<file path="src/rtl/core/file_cache_ttl_lru_budget_core_macros.svh">
// Assertion macros shared by the cache metadata core RTL.
// No dependencies; define SYNTH to compile the checks away.
`ifndef FILE_CACHE_TTL_LRU_BUDGET_CORE_MACROS_SVH
`define FILE_CACHE_TTL_LRU_BUDGET_CORE_MACROS_SVH
`ifndef SYNTH
`define FC_ASSERT(lbl, clk, rst_n, prop, msg) \
    lbl: assert property (@(posedge clk) disable iff (!rst_n) prop) else $error(msg);
`define FC_ASSERT_NEVER(lbl, clk, rst_n, expr, msg) \
    lbl: assert property (@(posedge clk) disable iff (!rst_n) !(expr)) else $error(msg);
`else
`define FC_ASSERT(lbl, clk, rst_n, prop, msg)
`define FC_ASSERT_NEVER(lbl, clk, rst_n, expr, msg)
`endif
`endif

</file>
<file path="src/rtl/core/fcache_pkg.sv">
// Shared types, codes and constants of the file cache metadata core.
// No dependencies.
package fcache_pkg;

    localparam int SLOTS_DEF = 16;

    localparam int NOW_W  = 48;
    localparam int EXP_W  = 49;
    localparam int VOL_W  = 5;
    localparam int INO_W  = 64;
    localparam int SIZE_W = 32;
    localparam int TOT_W  = 33;
    localparam int CNT_W  = 5;
    localparam int CFG_W  = 32;
    localparam int CIDX_W = 2;

    localparam logic [CFG_W-1:0] TTL_DEF    = 32'd300000;
    localparam logic [CFG_W-1:0] BUDGET_DEF = 32'd25165824;
    localparam logic [CFG_W-1:0] MAXF_DEF   = 32'd4194304;

    localparam logic [CIDX_W-1:0] CFG_TTL    = 2'd0;
    localparam logic [CIDX_W-1:0] CFG_BUDGET = 2'd1;
    localparam logic [CIDX_W-1:0] CFG_MAXF   = 2'd2;

    localparam logic [1:0] OC_HIT    = 2'd0;
    localparam logic [1:0] OC_FILL   = 2'd1;
    localparam logic [1:0] OC_BYPASS = 2'd2;
    localparam logic [1:0] OC_INV    = 2'd3;

    localparam logic [1:0] MODE_INV = 2'd0;
    localparam logic [1:0] MODE_EXP = 2'd1;
    localparam logic [1:0] MODE_LRU = 2'd2;

    localparam logic [CNT_W-1:0] CNT_MAX = 5'd31;

    typedef struct packed {
        logic [VOL_W-1:0]  volume;
        logic [INO_W-1:0]  inode;
        logic [SIZE_W-1:0] size;
        logic [EXP_W-1:0]  expiry;
        logic [NOW_W-1:0]  last_use;
    } t_rec;

    typedef struct packed {
        logic       load_in;
        logic       scan_start;
        logic [1:0] scan_mode;
        logic       hit_write;
        logic       drop_lru;
        logic       fill;
        logic       load_out;
        logic [1:0] out_code;
    } t_cmd;

    typedef struct packed {
        logic scan_done;
        logic out_full;
        logic cmd_inv;
        logic hit;
        logic cacheable;
        logic fits;
        logic free;
        logic lru;
    } t_sts;

endpackage

</file>
<file path="src/rtl/core/file_cache_ttl_lru_budget_core.sv">
// Top level of the whole-file cache metadata core: stream ports, config port.
// Depends on fcache_pkg, fcache_ctrl and fcache_dp.
//
// Metadata engine for a whole-file cache with per-entry lifetime, least-recently-used
// replacement and a byte budget. Each read access (tuser 0) first drops entries whose
// expiry is at or before now_ms, then looks up volume, inode and size; a hit refreshes
// last use and expiry, a cacheable miss evicts LRU entries until the file fits and is
// filled, anything else bypasses. tuser 1 invalidates every slot. One item is in work
// at a time; the slot memory has one read port and every pass over it walks all slots
// one per cycle. An invalidate, a hit or an uncacheable bypass needs one pass, a
// fill a second (LRU) pass and, when every slot is full, a drop step, and each extra
// budget eviction another pass. The next item is taken while a result still waits in
// the output register. Config writes are always accepted and must only happen while the
// core is idle. No clearing pass after reset.
module file_cache_ttl_lru_budget_core
    import fcache_pkg::*;
#(
    parameter int SLOTS = SLOTS_DEF
) (
    input  logic              i_clk,
    input  logic              i_rst_n,
    input  logic              i_s_axis_tvalid,
    output logic              o_s_axis_tready,
    // now_ms[47:0], volume[52:48], inode[116:53], file_size[148:117],
    // is_plain_file[149], zero[151:150]
    input  logic [151:0]      i_s_axis_tdata,
    // cmd[0]
    input  logic [0:0]        i_s_axis_tuser,
    output logic              o_m_axis_tvalid,
    input  logic              i_m_axis_tready,
    // outcome[1:0], slot[5:2], evicted_count[10:6], cached_bytes[42:11], zero[47:43]
    output logic [47:0]       o_m_axis_tdata,
    input  logic              i_cfg_valid,
    output logic              o_cfg_ready,
    input  logic [CIDX_W-1:0] i_cfg_index,
    input  logic [CFG_W-1:0]  i_cfg_data
);
    t_cmd             cmd;
    t_sts             sts;
    logic [1:0]       outcome;
    logic [3:0]       slot;
    logic [CNT_W-1:0] evicted;
    logic [31:0]      cached;

    // config registers take a transfer on any cycle
    assign o_cfg_ready = 1'b1;

    fcache_ctrl u_ctrl (
        .i_clk      (i_clk),
        .i_rst_n    (i_rst_n),
        .i_in_valid (i_s_axis_tvalid),
        .o_in_ready (o_s_axis_tready),
        .i_sts      (sts),
        .o_cmd      (cmd)
    );

    fcache_dp #(
        .SLOTS (SLOTS)
    ) u_dp (
        .i_clk       (i_clk),
        .i_rst_n     (i_rst_n),
        .i_in_cmd    (i_s_axis_tuser[0]),
        .i_in_now    (i_s_axis_tdata[47:0]),
        .i_in_vol    (i_s_axis_tdata[52:48]),
        .i_in_ino    (i_s_axis_tdata[116:53]),
        .i_in_size   (i_s_axis_tdata[148:117]),
        .i_in_plain  (i_s_axis_tdata[149]),
        .i_cfg_we    (i_cfg_valid),
        .i_cfg_idx   (i_cfg_index),
        .i_cfg_data  (i_cfg_data),
        .i_cmd       (cmd),
        .o_sts       (sts),
        .i_out_ready (i_m_axis_tready),
        .o_out_valid (o_m_axis_tvalid),
        .o_outcome   (outcome),
        .o_slot      (slot),
        .o_evicted   (evicted),
        .o_cached    (cached)
    );

    assign o_m_axis_tdata = {5'b0, cached, evicted, slot, outcome};

endmodule

</file>
<file path="src/rtl/core/fcache_dp.sv">
// Datapath of the file cache metadata core: slot memory, valid bits, scans, byte total.
// Depends on fcache_pkg and the core macros header.
`include "file_cache_ttl_lru_budget_core_macros.svh"
module fcache_dp
    import fcache_pkg::*;
#(
    parameter int SLOTS = SLOTS_DEF
) (
    input  logic              i_clk,
    input  logic              i_rst_n,
    input  logic              i_in_cmd,
    input  logic [NOW_W-1:0]  i_in_now,
    input  logic [VOL_W-1:0]  i_in_vol,
    input  logic [INO_W-1:0]  i_in_ino,
    input  logic [SIZE_W-1:0] i_in_size,
    input  logic              i_in_plain,
    input  logic              i_cfg_we,
    input  logic [CIDX_W-1:0] i_cfg_idx,
    input  logic [CFG_W-1:0]  i_cfg_data,
    input  t_cmd              i_cmd,
    output t_sts              o_sts,
    input  logic              i_out_ready,
    output logic              o_out_valid,
    output logic [1:0]        o_outcome,
    output logic [3:0]        o_slot,
    output logic [CNT_W-1:0]  o_evicted,
    output logic [31:0]       o_cached
);
    localparam int IW = $clog2(SLOTS);
    localparam int CW = IW + 1;
    localparam logic [IW-1:0] LAST  = IW'(SLOTS - 1);
    localparam logic [CW-1:0] CLAST = CW'(SLOTS - 1);

    logic              r_cmd_inv, r_plain;
    logic [NOW_W-1:0]  r_now;
    logic [VOL_W-1:0]  r_vol;
    logic [INO_W-1:0]  r_ino;
    logic [SIZE_W-1:0] r_size;
    logic [CFG_W-1:0]  r_ttl, r_budget, r_maxf;

    logic [SLOTS-1:0]  r_valid;
    t_rec              r_mem [SLOTS];
    t_rec              r_q;

    logic              r_busy, r_ph, r_done;
    logic [CW-1:0]     r_ctr;
    logic [IW-1:0]     r_ph_idx;
    logic [1:0]        r_mode;

    logic              r_hit, r_lru, r_free;
    logic [IW-1:0]     r_hit_idx, r_lru_idx, r_free_idx;
    logic [NOW_W-1:0]  r_lru_last;
    logic [SIZE_W-1:0] r_lru_size;

    logic [TOT_W-1:0]  r_total;
    logic [CNT_W-1:0]  r_cnt;

    logic              r_ov;
    logic [1:0]        r_oc;
    logic [3:0]        r_os;
    logic [CNT_W-1:0]  r_oe;
    logic [31:0]       r_ob;

    logic [EXP_W-1:0]  exp_new;
    logic              cur_v, expired, match;
    logic              hit_take, lru_take, free_take;
    logic              drop_en;
    logic [IW-1:0]     drop_idx, tgt, out_idx, rd_idx;
    logic [SIZE_W-1:0] drop_size;
    logic [TOT_W-1:0]  tot_sub;
    logic [TOT_W:0]    need;
    logic              mem_we;
    logic [IW-1:0]     mem_wa;
    t_rec              mem_wd;

    always_comb begin
        exp_new   = {1'b0, r_now} + EXP_W'(r_ttl);
        rd_idx    = r_ctr[IW-1:0];
        cur_v     = r_valid[r_ph_idx];
        expired   = r_q.expiry <= {1'b0, r_now};
        match     = (r_q.volume == r_vol) && (r_q.inode == r_ino) && (r_q.size == r_size);
        hit_take  = r_ph && cur_v && (r_mode == MODE_EXP) && !expired && match && !r_hit;
        lru_take  = r_ph && cur_v && (r_mode == MODE_LRU)
                    && (!r_lru || (r_q.last_use < r_lru_last));
        free_take = r_ph && !cur_v && (r_mode == MODE_LRU) && !r_free;
        drop_en   = (r_ph && cur_v && ((r_mode == MODE_INV) ||
                    ((r_mode == MODE_EXP) && expired))) || i_cmd.drop_lru;
        drop_idx  = i_cmd.drop_lru ? r_lru_idx : r_ph_idx;
        drop_size = i_cmd.drop_lru ? r_lru_size : r_q.size;
        tot_sub   = (r_total >= TOT_W'(drop_size)) ? (r_total - TOT_W'(drop_size)) : '0;
        need      = {1'b0, r_total} + (TOT_W + 1)'(r_size);
        tgt       = r_free ? r_free_idx : (r_lru ? r_lru_idx : '0);
        // slot reported with the result: hit index, fill target or zero
        case (i_cmd.out_code)
            OC_HIT:  out_idx = r_hit_idx;
            OC_FILL: out_idx = tgt;
            default: out_idx = '0;
        endcase
        mem_we    = i_cmd.hit_write || i_cmd.fill;
        mem_wa    = i_cmd.hit_write ? r_hit_idx : tgt;
        mem_wd    = '{volume: r_vol, inode: r_ino, size: r_size,
                      expiry: exp_new, last_use: r_now};
    end

    always_comb begin
        o_sts.scan_done = r_done;
        o_sts.out_full  = r_ov && !i_out_ready;
        o_sts.cmd_inv   = r_cmd_inv;
        o_sts.hit       = r_hit;
        o_sts.cacheable = r_plain && (r_size != '0) && (r_size <= r_maxf);
        o_sts.fits      = need <= (TOT_W + 1)'(r_budget);
        o_sts.free      = r_free;
        o_sts.lru       = r_lru;
    end

    always_ff @(posedge i_clk) begin
        if (!i_rst_n) begin
            r_ttl    <= TTL_DEF;
            r_budget <= BUDGET_DEF;
            r_maxf   <= MAXF_DEF;
            r_valid  <= '0;
            r_busy   <= 1'b0;
            r_ph     <= 1'b0;
            r_done   <= 1'b0;
            r_ctr    <= '0;
            r_mode   <= MODE_INV;
            r_hit    <= 1'b0;
            r_lru    <= 1'b0;
            r_free   <= 1'b0;
            r_total  <= '0;
            r_cnt    <= '0;
            r_ov     <= 1'b0;
        end else begin
            if (i_cfg_we) begin
                unique case (i_cfg_idx)
                    CFG_TTL:    r_ttl    <= i_cfg_data;
                    CFG_BUDGET: r_budget <= i_cfg_data;
                    CFG_MAXF:   r_maxf   <= i_cfg_data;
                    default: ;
                endcase
            end
            r_ph   <= r_busy;
            r_done <= r_ph && (r_ph_idx == LAST);
            if (i_cmd.scan_start) begin
                r_busy <= 1'b1;
                r_ctr  <= '0;
                r_mode <= i_cmd.scan_mode;
                r_hit  <= 1'b0;
                r_lru  <= 1'b0;
                r_free <= 1'b0;
                if (i_cmd.scan_mode == MODE_INV) begin
                    r_total <= '0;
                end
            end else if (r_busy) begin
                r_ctr <= r_ctr + CW'(1);
                if (r_ctr == CLAST) begin
                    r_busy <= 1'b0;
                end
            end
            if (hit_take) begin
                r_hit <= 1'b1;
            end
            if (lru_take) begin
                r_lru <= 1'b1;
            end
            if (free_take) begin
                r_free <= 1'b1;
            end
            if (drop_en) begin
                r_valid[drop_idx] <= 1'b0;
                r_total <= tot_sub;
                if (r_cnt != CNT_MAX) begin
                    r_cnt <= r_cnt + CNT_W'(1);
                end
            end
            if (i_cmd.fill) begin
                r_valid[tgt] <= 1'b1;
                r_total <= r_total + TOT_W'(r_size);
            end
            if (i_cmd.load_in) begin
                r_cnt <= '0;
            end
            if (i_cmd.load_out) begin
                r_ov <= 1'b1;
            end else if (i_out_ready) begin
                r_ov <= 1'b0;
            end
        end
    end

    always_ff @(posedge i_clk) begin
        if (i_cmd.load_in) begin
            r_cmd_inv <= i_in_cmd;
            r_now     <= i_in_now;
            r_vol     <= i_in_vol;
            r_ino     <= i_in_ino;
            r_size    <= i_in_size;
            r_plain   <= i_in_plain;
        end
        r_ph_idx <= rd_idx;
        r_q      <= r_mem[rd_idx];
        if (mem_we) begin
            r_mem[mem_wa] <= mem_wd;
        end
        if (hit_take) begin
            r_hit_idx <= r_ph_idx;
        end
        if (lru_take) begin
            r_lru_idx  <= r_ph_idx;
            r_lru_last <= r_q.last_use;
            r_lru_size <= r_q.size;
        end
        if (free_take) begin
            r_free_idx <= r_ph_idx;
        end
        if (i_cmd.load_out) begin
            r_oc <= i_cmd.out_code;
            r_os <= 4'({{4{1'b0}}, out_idx});
            r_oe <= r_cnt;
            r_ob <= r_total[31:0];
        end
    end

    assign o_out_valid = r_ov;
    assign o_outcome   = r_oc;
    assign o_slot      = r_os;
    assign o_evicted   = r_oe;
    assign o_cached    = r_ob;

    `FC_ASSERT(a_cnt_mono, i_clk, i_rst_n, !i_cmd.load_in |=> r_cnt >= $past(r_cnt), "drop count fell within an item")
    `FC_ASSERT(a_fill_free, i_clk, i_rst_n, i_cmd.fill |-> !r_valid[tgt], "fill targets a live slot")
    `FC_ASSERT(a_drop_live, i_clk, i_rst_n, (drop_en && !r_cmd_inv) |-> r_valid[drop_idx], "drop of a dead slot")
    `FC_ASSERT(a_fill_budget, i_clk, i_rst_n, i_cmd.fill |=> r_total <= TOT_W'(r_budget), "fill overran the byte budget")
    `FC_ASSERT_NEVER(a_two_writers, i_clk, i_rst_n, i_cmd.hit_write && i_cmd.fill, "hit update and fill together")

endmodule

</file>
<file path="src/rtl/core/fcache_ctrl.sv">
// Sequencer of the file cache metadata core: orders scans, evictions, fills and results.
// Depends on fcache_pkg.
module fcache_ctrl
    import fcache_pkg::*;
(
    input  logic i_clk,
    input  logic i_rst_n,
    input  logic i_in_valid,
    output logic o_in_ready,
    input  t_sts i_sts,
    output t_cmd o_cmd
);
    localparam logic [2:0] S_IDLE  = 3'd0;
    localparam logic [2:0] S_START = 3'd1;
    localparam logic [2:0] S_SCAN  = 3'd2;
    localparam logic [2:0] S_LRUGO = 3'd3;
    localparam logic [2:0] S_LRUW  = 3'd4;
    localparam logic [2:0] S_DEC   = 3'd5;
    localparam logic [2:0] S_FILL  = 3'd6;
    localparam logic [2:0] S_FIN   = 3'd7;

    logic [2:0] r_state, n_state;
    logic [1:0] r_oc, n_oc;

    always_comb begin
        n_state = r_state;
        n_oc    = r_oc;
        o_cmd   = '0;
        unique case (r_state)
            S_IDLE: begin
                if (i_in_valid) begin
                    o_cmd.load_in = 1'b1;
                    n_state = S_START;
                end
            end
            S_START: begin
                o_cmd.scan_start = 1'b1;
                o_cmd.scan_mode  = i_sts.cmd_inv ? MODE_INV : MODE_EXP;
                n_state = S_SCAN;
            end
            S_SCAN: begin
                if (i_sts.scan_done) begin
                    n_state = S_FIN;
                    if (i_sts.cmd_inv) begin
                        n_oc = OC_INV;
                    end else if (i_sts.hit) begin
                        o_cmd.hit_write = 1'b1;
                        n_oc = OC_HIT;
                    end else if (!i_sts.cacheable) begin
                        n_oc = OC_BYPASS;
                    end else begin
                        n_state = S_LRUGO;
                    end
                end
            end
            S_LRUGO: begin
                o_cmd.scan_start = 1'b1;
                o_cmd.scan_mode  = MODE_LRU;
                n_state = S_LRUW;
            end
            S_LRUW: begin
                if (i_sts.scan_done) begin
                    n_state = S_DEC;
                end
            end
            S_DEC: begin
                // evict one LRU entry per scan until the budget fits, then fill; bypass if none is left
                if (!i_sts.fits) begin
                    if (i_sts.lru) begin
                        o_cmd.drop_lru = 1'b1;
                        n_state = S_LRUGO;
                    end else begin
                        n_oc = OC_BYPASS;
                        n_state = S_FIN;
                    end
                end else if (i_sts.free || !i_sts.lru) begin
                    o_cmd.fill = 1'b1;
                    n_oc = OC_FILL;
                    n_state = S_FIN;
                end else begin
                    o_cmd.drop_lru = 1'b1;
                    n_state = S_FILL;
                end
            end
            S_FILL: begin
                o_cmd.fill = 1'b1;
                n_oc = OC_FILL;
                n_state = S_FIN;
            end
            S_FIN: begin
                if (!i_sts.out_full) begin
                    o_cmd.load_out = 1'b1;
                    n_state = S_IDLE;
                end
            end
            default: n_state = S_IDLE;
        endcase
        o_cmd.out_code = r_oc;
    end

    assign o_in_ready = (r_state == S_IDLE);

    always_ff @(posedge i_clk) begin
        if (!i_rst_n) begin
            r_state <= S_IDLE;
            r_oc    <= OC_HIT;
        end else begin
            r_state <= n_state;
            r_oc    <= n_oc;
        end
    end

endmodule

</file>
<file path="config.mk">
export PLATFORM = sky130hd
export DESIGN_NAME = file_cache_ttl_lru_budget_core
export DESIGN_NICKNAME = d
export VERILOG_FILES = /design/src/rtl/core/fcache_pkg.sv /design/src/rtl/core/file_cache_ttl_lru_budget_core.sv /design/src/rtl/core/fcache_dp.sv /design/src/rtl/core/fcache_ctrl.sv
export VERILOG_INCLUDE_DIRS = /design/src /design/src/rtl/core
export SDC_FILE = /design/constraint.sdc
export NUM_CORES = 2
export LEC_CHECK = 0
export BUFFER_PORTS_ARGS = -buffer_cell sky130_fd_sc_hd__buf_2
export CAP_MARGIN = 40
export CELL_PAD_IN_SITES_DETAIL_PLACEMENT = 1
export CELL_PAD_IN_SITES_GLOBAL_PLACEMENT = 2
export CORE_MARGIN = 2
export CORE_UTILIZATION = 53
export DETAILED_ROUTE_END_ITERATION = 12
export GPL_TIMING_DRIVEN = 1
export PLACE_DENSITY_LB_ADDON = 0.15
export SETUP_SLACK_MARGIN = 0.02
export SLEW_MARGIN = 0
export SYNTH_ARGS = -nofsm -noshare
export SYNTH_HDL_FRONTEND = slang
export SYNTH_HIERARCHICAL = 1
export SYNTH_SLANG_ARGS = --single-unit
</file>
<file path="constraint.sdc">
create_clock -name i_clk -period 21.5 [get_ports i_clk]
set_clock_uncertainty 0.1 [all_clocks]
set_input_delay 3.225 -clock i_clk [delete_from_list [all_inputs] [get_ports i_clk]]
set_output_delay 3.225 -clock i_clk [all_outputs]
set_load 0.05 [all_outputs]
</file>
# == After elaboration in Yosys (flattened, before gate mapping) ==
# Memories as Yosys holds them, arrays and structs flattened. A register that Yosys moved wholly into a read port is not among the register bits.
# Cells that the tools add are included.
# totals
ff_bits,459
wordCells,199
input_bits,192
memories,1
ramBits,3168
out_inout_bits,51
# memory_table
name,depth,word_bits,rd,rd_ports_with_merged_regs,write_ports,line,text
u_dp.r_mem,16,198,1,1,1,fcache_dp.sv:42,t_rec r_mem [SLOTS];
# op_classes
n_addsub,6
bitwise_logic,4
magnitude_cmp,10
eq_ne,25
reduce_logical,53
n_mux,67
# ops
op,count
33-bit 2-to-1 mux,5
64-bit equality test,1
48-bit by 32-bit adder with 49-bit output,1
49-bit by 48-bit less-or-equal comparator with 1-bit output,1
48-bit less-than comparator,1
16-bit 2-to-1 mux,3
33-bit by 32-bit adder with 34-bit output,1
34-bit by 32-bit less-or-equal comparator with 1-bit output,1
33-bit by 32-bit adder with 33-bit output,1
33-bit by 32-bit greater-or-equal comparator with 1-bit output,1
33-bit by 32-bit subtractor with 33-bit output,1
32-bit equality test,1
32-bit less-or-equal comparator,1
32-bit 2-to-1 mux,1
32-bit nonzero test,1
1-bit 2-to-1 mux,30
3-bit 2-to-1 mux,9
3-bit case mux with 8 select lines,1
1-bit logical AND,20
16-bit bitwise AND,1
4-bit 2-to-1 mux,4
16-bit NOT,1
16-bit bitwise OR,1
4-bit by 5-bit less-than comparator with 1-bit output (second input constant),3
other kinds (33),74

# == Depth between registers and ports, before layout ==
# depth
word_depth,16
depth_mapped,36

# == Cells and area by module ==
# The synthesis kept the hierarchy.
# by_module_without_submodules
mod,seq_area_each_um2,area_each_um2,cells_each,n_inst
fcache_dp,111046.5,148991.6,7433,1
fcache_ctrl,100.1,481.7,63,1
file_cache_ttl_lru_budget_core,0.0,52.6,8,1

# == Worst setup path before layout ==
# OpenSTA, ideal clock, no wires.
# synth_path
path_type,flip-flop to flip-flop
startpoint,reg u_dp.r_size[7]
endpoint,mem u_dp/r_mem[0][0] (netlist name) (enable)
t_arrival_ns,13.918
synth_period_minus_slack_ns,14.777
stages_incl_launch_ff,26
setup_time_ns,0.759
slack_ns,6.723
required_time_ns,20.641
path_buffers,2
cell_sequence,edfxtp_1 -> ha_1 -> clkbuf_1 -> nand4_1 -> a21oi_1 -> o31ai_1 -> a2111oi_0 -> nor2_1 -> o21bai_1 -> xor2_1 -> ha_1 -> a21o_1 -> a21o_1 -> a21oi_1 -> o21ai_0 -> a221o_1 -> o41ai_1 -> a21oi_1 -> a211oi_1 -> nand3_1 -> a21oi_1 -> clkbuf_1 -> nand2_1 -> nor2_1 -> mux2i_1 -> nor2_1
# synth_rtl
item,line,text
start: declaration,fcache_dp.sv:38,logic [SIZE_W-1:0] r_size;
start signal: assignment,fcache_dp.sv:197,r_size <= i_in_size;
end: declaration,fcache_dp.sv:42,

==> summary.md <==
| Metric | Value |
|---|---|
| Die Wd | `535.2 um` |
| First-pass GRT wire length | `584.4 mm` |
| Tot Pwr | `18.80 mW` |
| Data arrival time of the worst path | `11.61 ns` |
| Worst slew pin tran | `1.089 ns` |
| Ys async rst share | `0%` |
| Avg Cell Area, Syn | `19.93 um2` |
| Max-Cap Viols | `0` |
| CTS tree | `built` |
| Number of flops mapped to enable cells by yosys | `3454` |
| Via density | `6.310` |
| Endpoints failing hold | `0` |
| Clock root cell | `clkbuf_16` |
| Post-CTS Setup Inserts | `0` |
| Via Count | `76740` |
| Area of the multi-input gates | `0.03644 mm2` |
| Area share of the largest cell type after synthesis | `69.37%` |
| Routed wire per std cell | `33.36 um` |
| Fraction of layout cells with a size suffix above 1 | `24.60%` |
| Primary FF master, synth | `edfxtp_1` |
| Max Buffers Root-to-Sink | `4` |
| CP endpoint kind | `flip-flop` |
| Layout area overhead | `13.86%` |
| Max incr delay on CP | `0.85 ns` |
| Slew Limit Fails | `0` |
| DRT antenna net count | `0` |
| Port Buffers | `234` |
| Half-perimeter wire length after placement | `238.6 mm` |
| Largest net degree at the start of global routing | `125` |
| Mapped Area | `0.1495 mm2` |
| Drt total wl | `405.7 mm` |
| CTS HTree Levels | `5` |
| Yosys warning count | `6` |
| Clock latency at the later pin of the worst-skew pair | `0.95 ns` |
| DRC violations left | `0` |
| Crit path top cell by count | `buf_4` |
| Commonest non-fill, non-tap cell in the layout | `edfxtp_1` |
| Startpoint Class | `flip-flop` |
| Fmax | `0.08974 GHz` |
| Pwr Density | `110.4 mW/mm2` |
| IO Count | `243` |
| Sequential area share after synthesis | `74.33%` |
| DRT iter0 DRCs | `8418` |
| Critical-path maximum fanout | `39` |
| Synthesized flop and latch total | `3825` |
| Period Utilization, post-route | `51.83%` |
| Cell taking the most area after synthesis | `edfxtp_1` |
| Worst Hold Class | `flip-flop to flip-flop` |
| Die area | `0.2864 mm2` |
| Maximum VDD drop | `0.00007430 V` |
| Min cycle time layout | `11.14 ns` |
| Outcome | `completed` |
| Area after DPL | `0.1572 mm2` |
| Num CTS Buffers | `392` |
| DRT Pass-1 Iters | `7` |
| Core ar. | `0.2816 mm2` |
| Unrepaired setup endpoints after global routing | `false` |
| Vert. Die Dim | `535.2 um` |
| Post-route cell area | `0.1703 mm2` |
| Initial antenna violation count | `19` |
| Gr usage total | `28.48%` |
| Post_cts resized | `0` |
| Register Area | `0.1112 mm2` |
| Synth unique cells | `83` |
| Area contributors post-synth | `edfxtp_1 69%, mux4_2 14%, dfxtp_1 5.0%, ha_1 2.2%, a21oi_1 1.0%` |
| Gpl congestion | `0.8880` |
| Kind of critical path | `flip-flop to flip-flop` |
| Nets | `8535` |
| Initial Util | `53.11%` |
| Layout filler cell count | `23610` |
| Clock transition at path regs | `0.06 ns` |
| Hold_buf cts | `0` |
| GRT overflow | `0` |
| Mapped Cells | `7504` |
| Commonest non-fill, non-tap cells in the layout | `3454 x edfxtp_1, 927 x mux4_2, 397 x clkbuf_16` |
| P_leak | `54.71 nW` |
| Slew headroom | `27.13%` |
| Rows | `195` |
| Setup violations, final | `0` |
| Vias in the first global route | `80650` |
| Req. time, crit path | `21.96 ns` |
| Slowest cell on the critical path | `a2111oi_0` |
| Setup TNS | `0 ns` |
| Clock sink count | `3825` |
[path summary, 6_finish.rpt]
kind                       start             endpoint  slack [ns]  depth (start not counted)
setup reg to reg  u_dp/r_size[9]    u_dp/r_mem[0][66]       10.36                         29
setup / recovery  u_dp/r_size[9]    u_dp/r_mem[0][66]       10.36                         29
hold reg to reg     u_dp/r_q[32]  u_dp/r_lru_last[32]        0.33                          0
hold / removal      u_dp/r_q[32]  u_dp/r_lru_last[32]        0.33                          0
[worst max-delay path, delay by kind of cell (launching register included)]
family | cells | cell delay (ns)
buf+inv | 6 | 3.09
compound gates | 13 | 3.94
xor+xnor | 1 | 0.23
fa+ha+maj | 2 | 0.84
flops | 1 | 0.73
simple gates | 6 | 1.33
mux | 1 | 0.35
[cells in the mapped netlist, types with 92 or more instances]
master	n
edfxtp_1	3454
mux4_2	927
dfxtp_1	371
a21oi_1	309
nand2_1	299
ha_1	263
clkbuf_1	223
inv_1	216
nor2_1	152
xnor2_1	119
mux2i_1	109
a21o_1	97
o21ai_0	95
a211oi_1	92
[power by group]
group	internal, mW	leakage [nW]	switching, mW
clock	3.98	6.33	2.89
combinational	1.24	14.2	1.58
sequential	8.73	34.1	0.376
[stage by stage]
stage,hold slack [ns],utilization [%],worst slack (ns),instances
final,0.3290,60.47,10.36,12160
after global placement,0.3183,55.37,10.20,11330
after detailed placement,0.3241,55.83,10.68,11420
after CTS,0.3321,60.44,10.60,12150
after floorplan,0.2290,-,6.723,7508
after global routing,0.3451,60.47,9.927,12160
[cell type report]
class | count | share of cell area (%)
sequential | 3825 | 65.29
antenna | 5 | 0.007349
clock buffer | 517 | 6.252
inverter | 217 | 0.4799
multi-input combinational | 3129 | 21.40
timing repair buffer | 512 | 2.441
clock inverter | 215 | 1.376
tap | 3743 | 2.751
[logic make-up after synthesis]
logic type      Yosys count  synth area share [%]
other cells               2              0.005023
fa+ha+maj               266                 2.241
mux                    1040                 14.72
buf+inv                 554                 1.432
compound gates          799                 3.432
xor+xnor                191                 1.119
simple gates            827                 2.716
flops                  3825                 74.33
[flip-flops by register name (all words and copies together) (netlist names), 3 cells and up]
signal and cells:
u_dp/o_slot 4, u_dp/r_ttl 32, u_dp/r_now 48, u_dp/r_ctr 5
u_dp/r_valid 16, u_dp/r_hit_idx 4, u_dp/r_size 32, u_dp/r_vol 5
u_dp/o_evicted 5, u_dp/r_lru_size 32, u_dp/r_mem 3168, u_dp/r_cnt 5
u_dp/r_ph_idx 4, u_dp/r_ino 64, u_dp/r_total 33, u_dp/r_lru_idx 4
u_dp/r_budget 32, u_dp/o_cached 32, u_dp/r_free_idx 4, u_dp/r_maxf 32
u_dp/r_q 198, u_dp/r_lru_last 48, u_ctrl/r_state 3
[routing by layer]
metal	GRT usage (%)	wire length [um]
met1	41.21	171900
met2	45.96	196600
met3	3.662	25340
met4	8.318	11970
met5	0	8
Power figures use the tool's default switching activity.
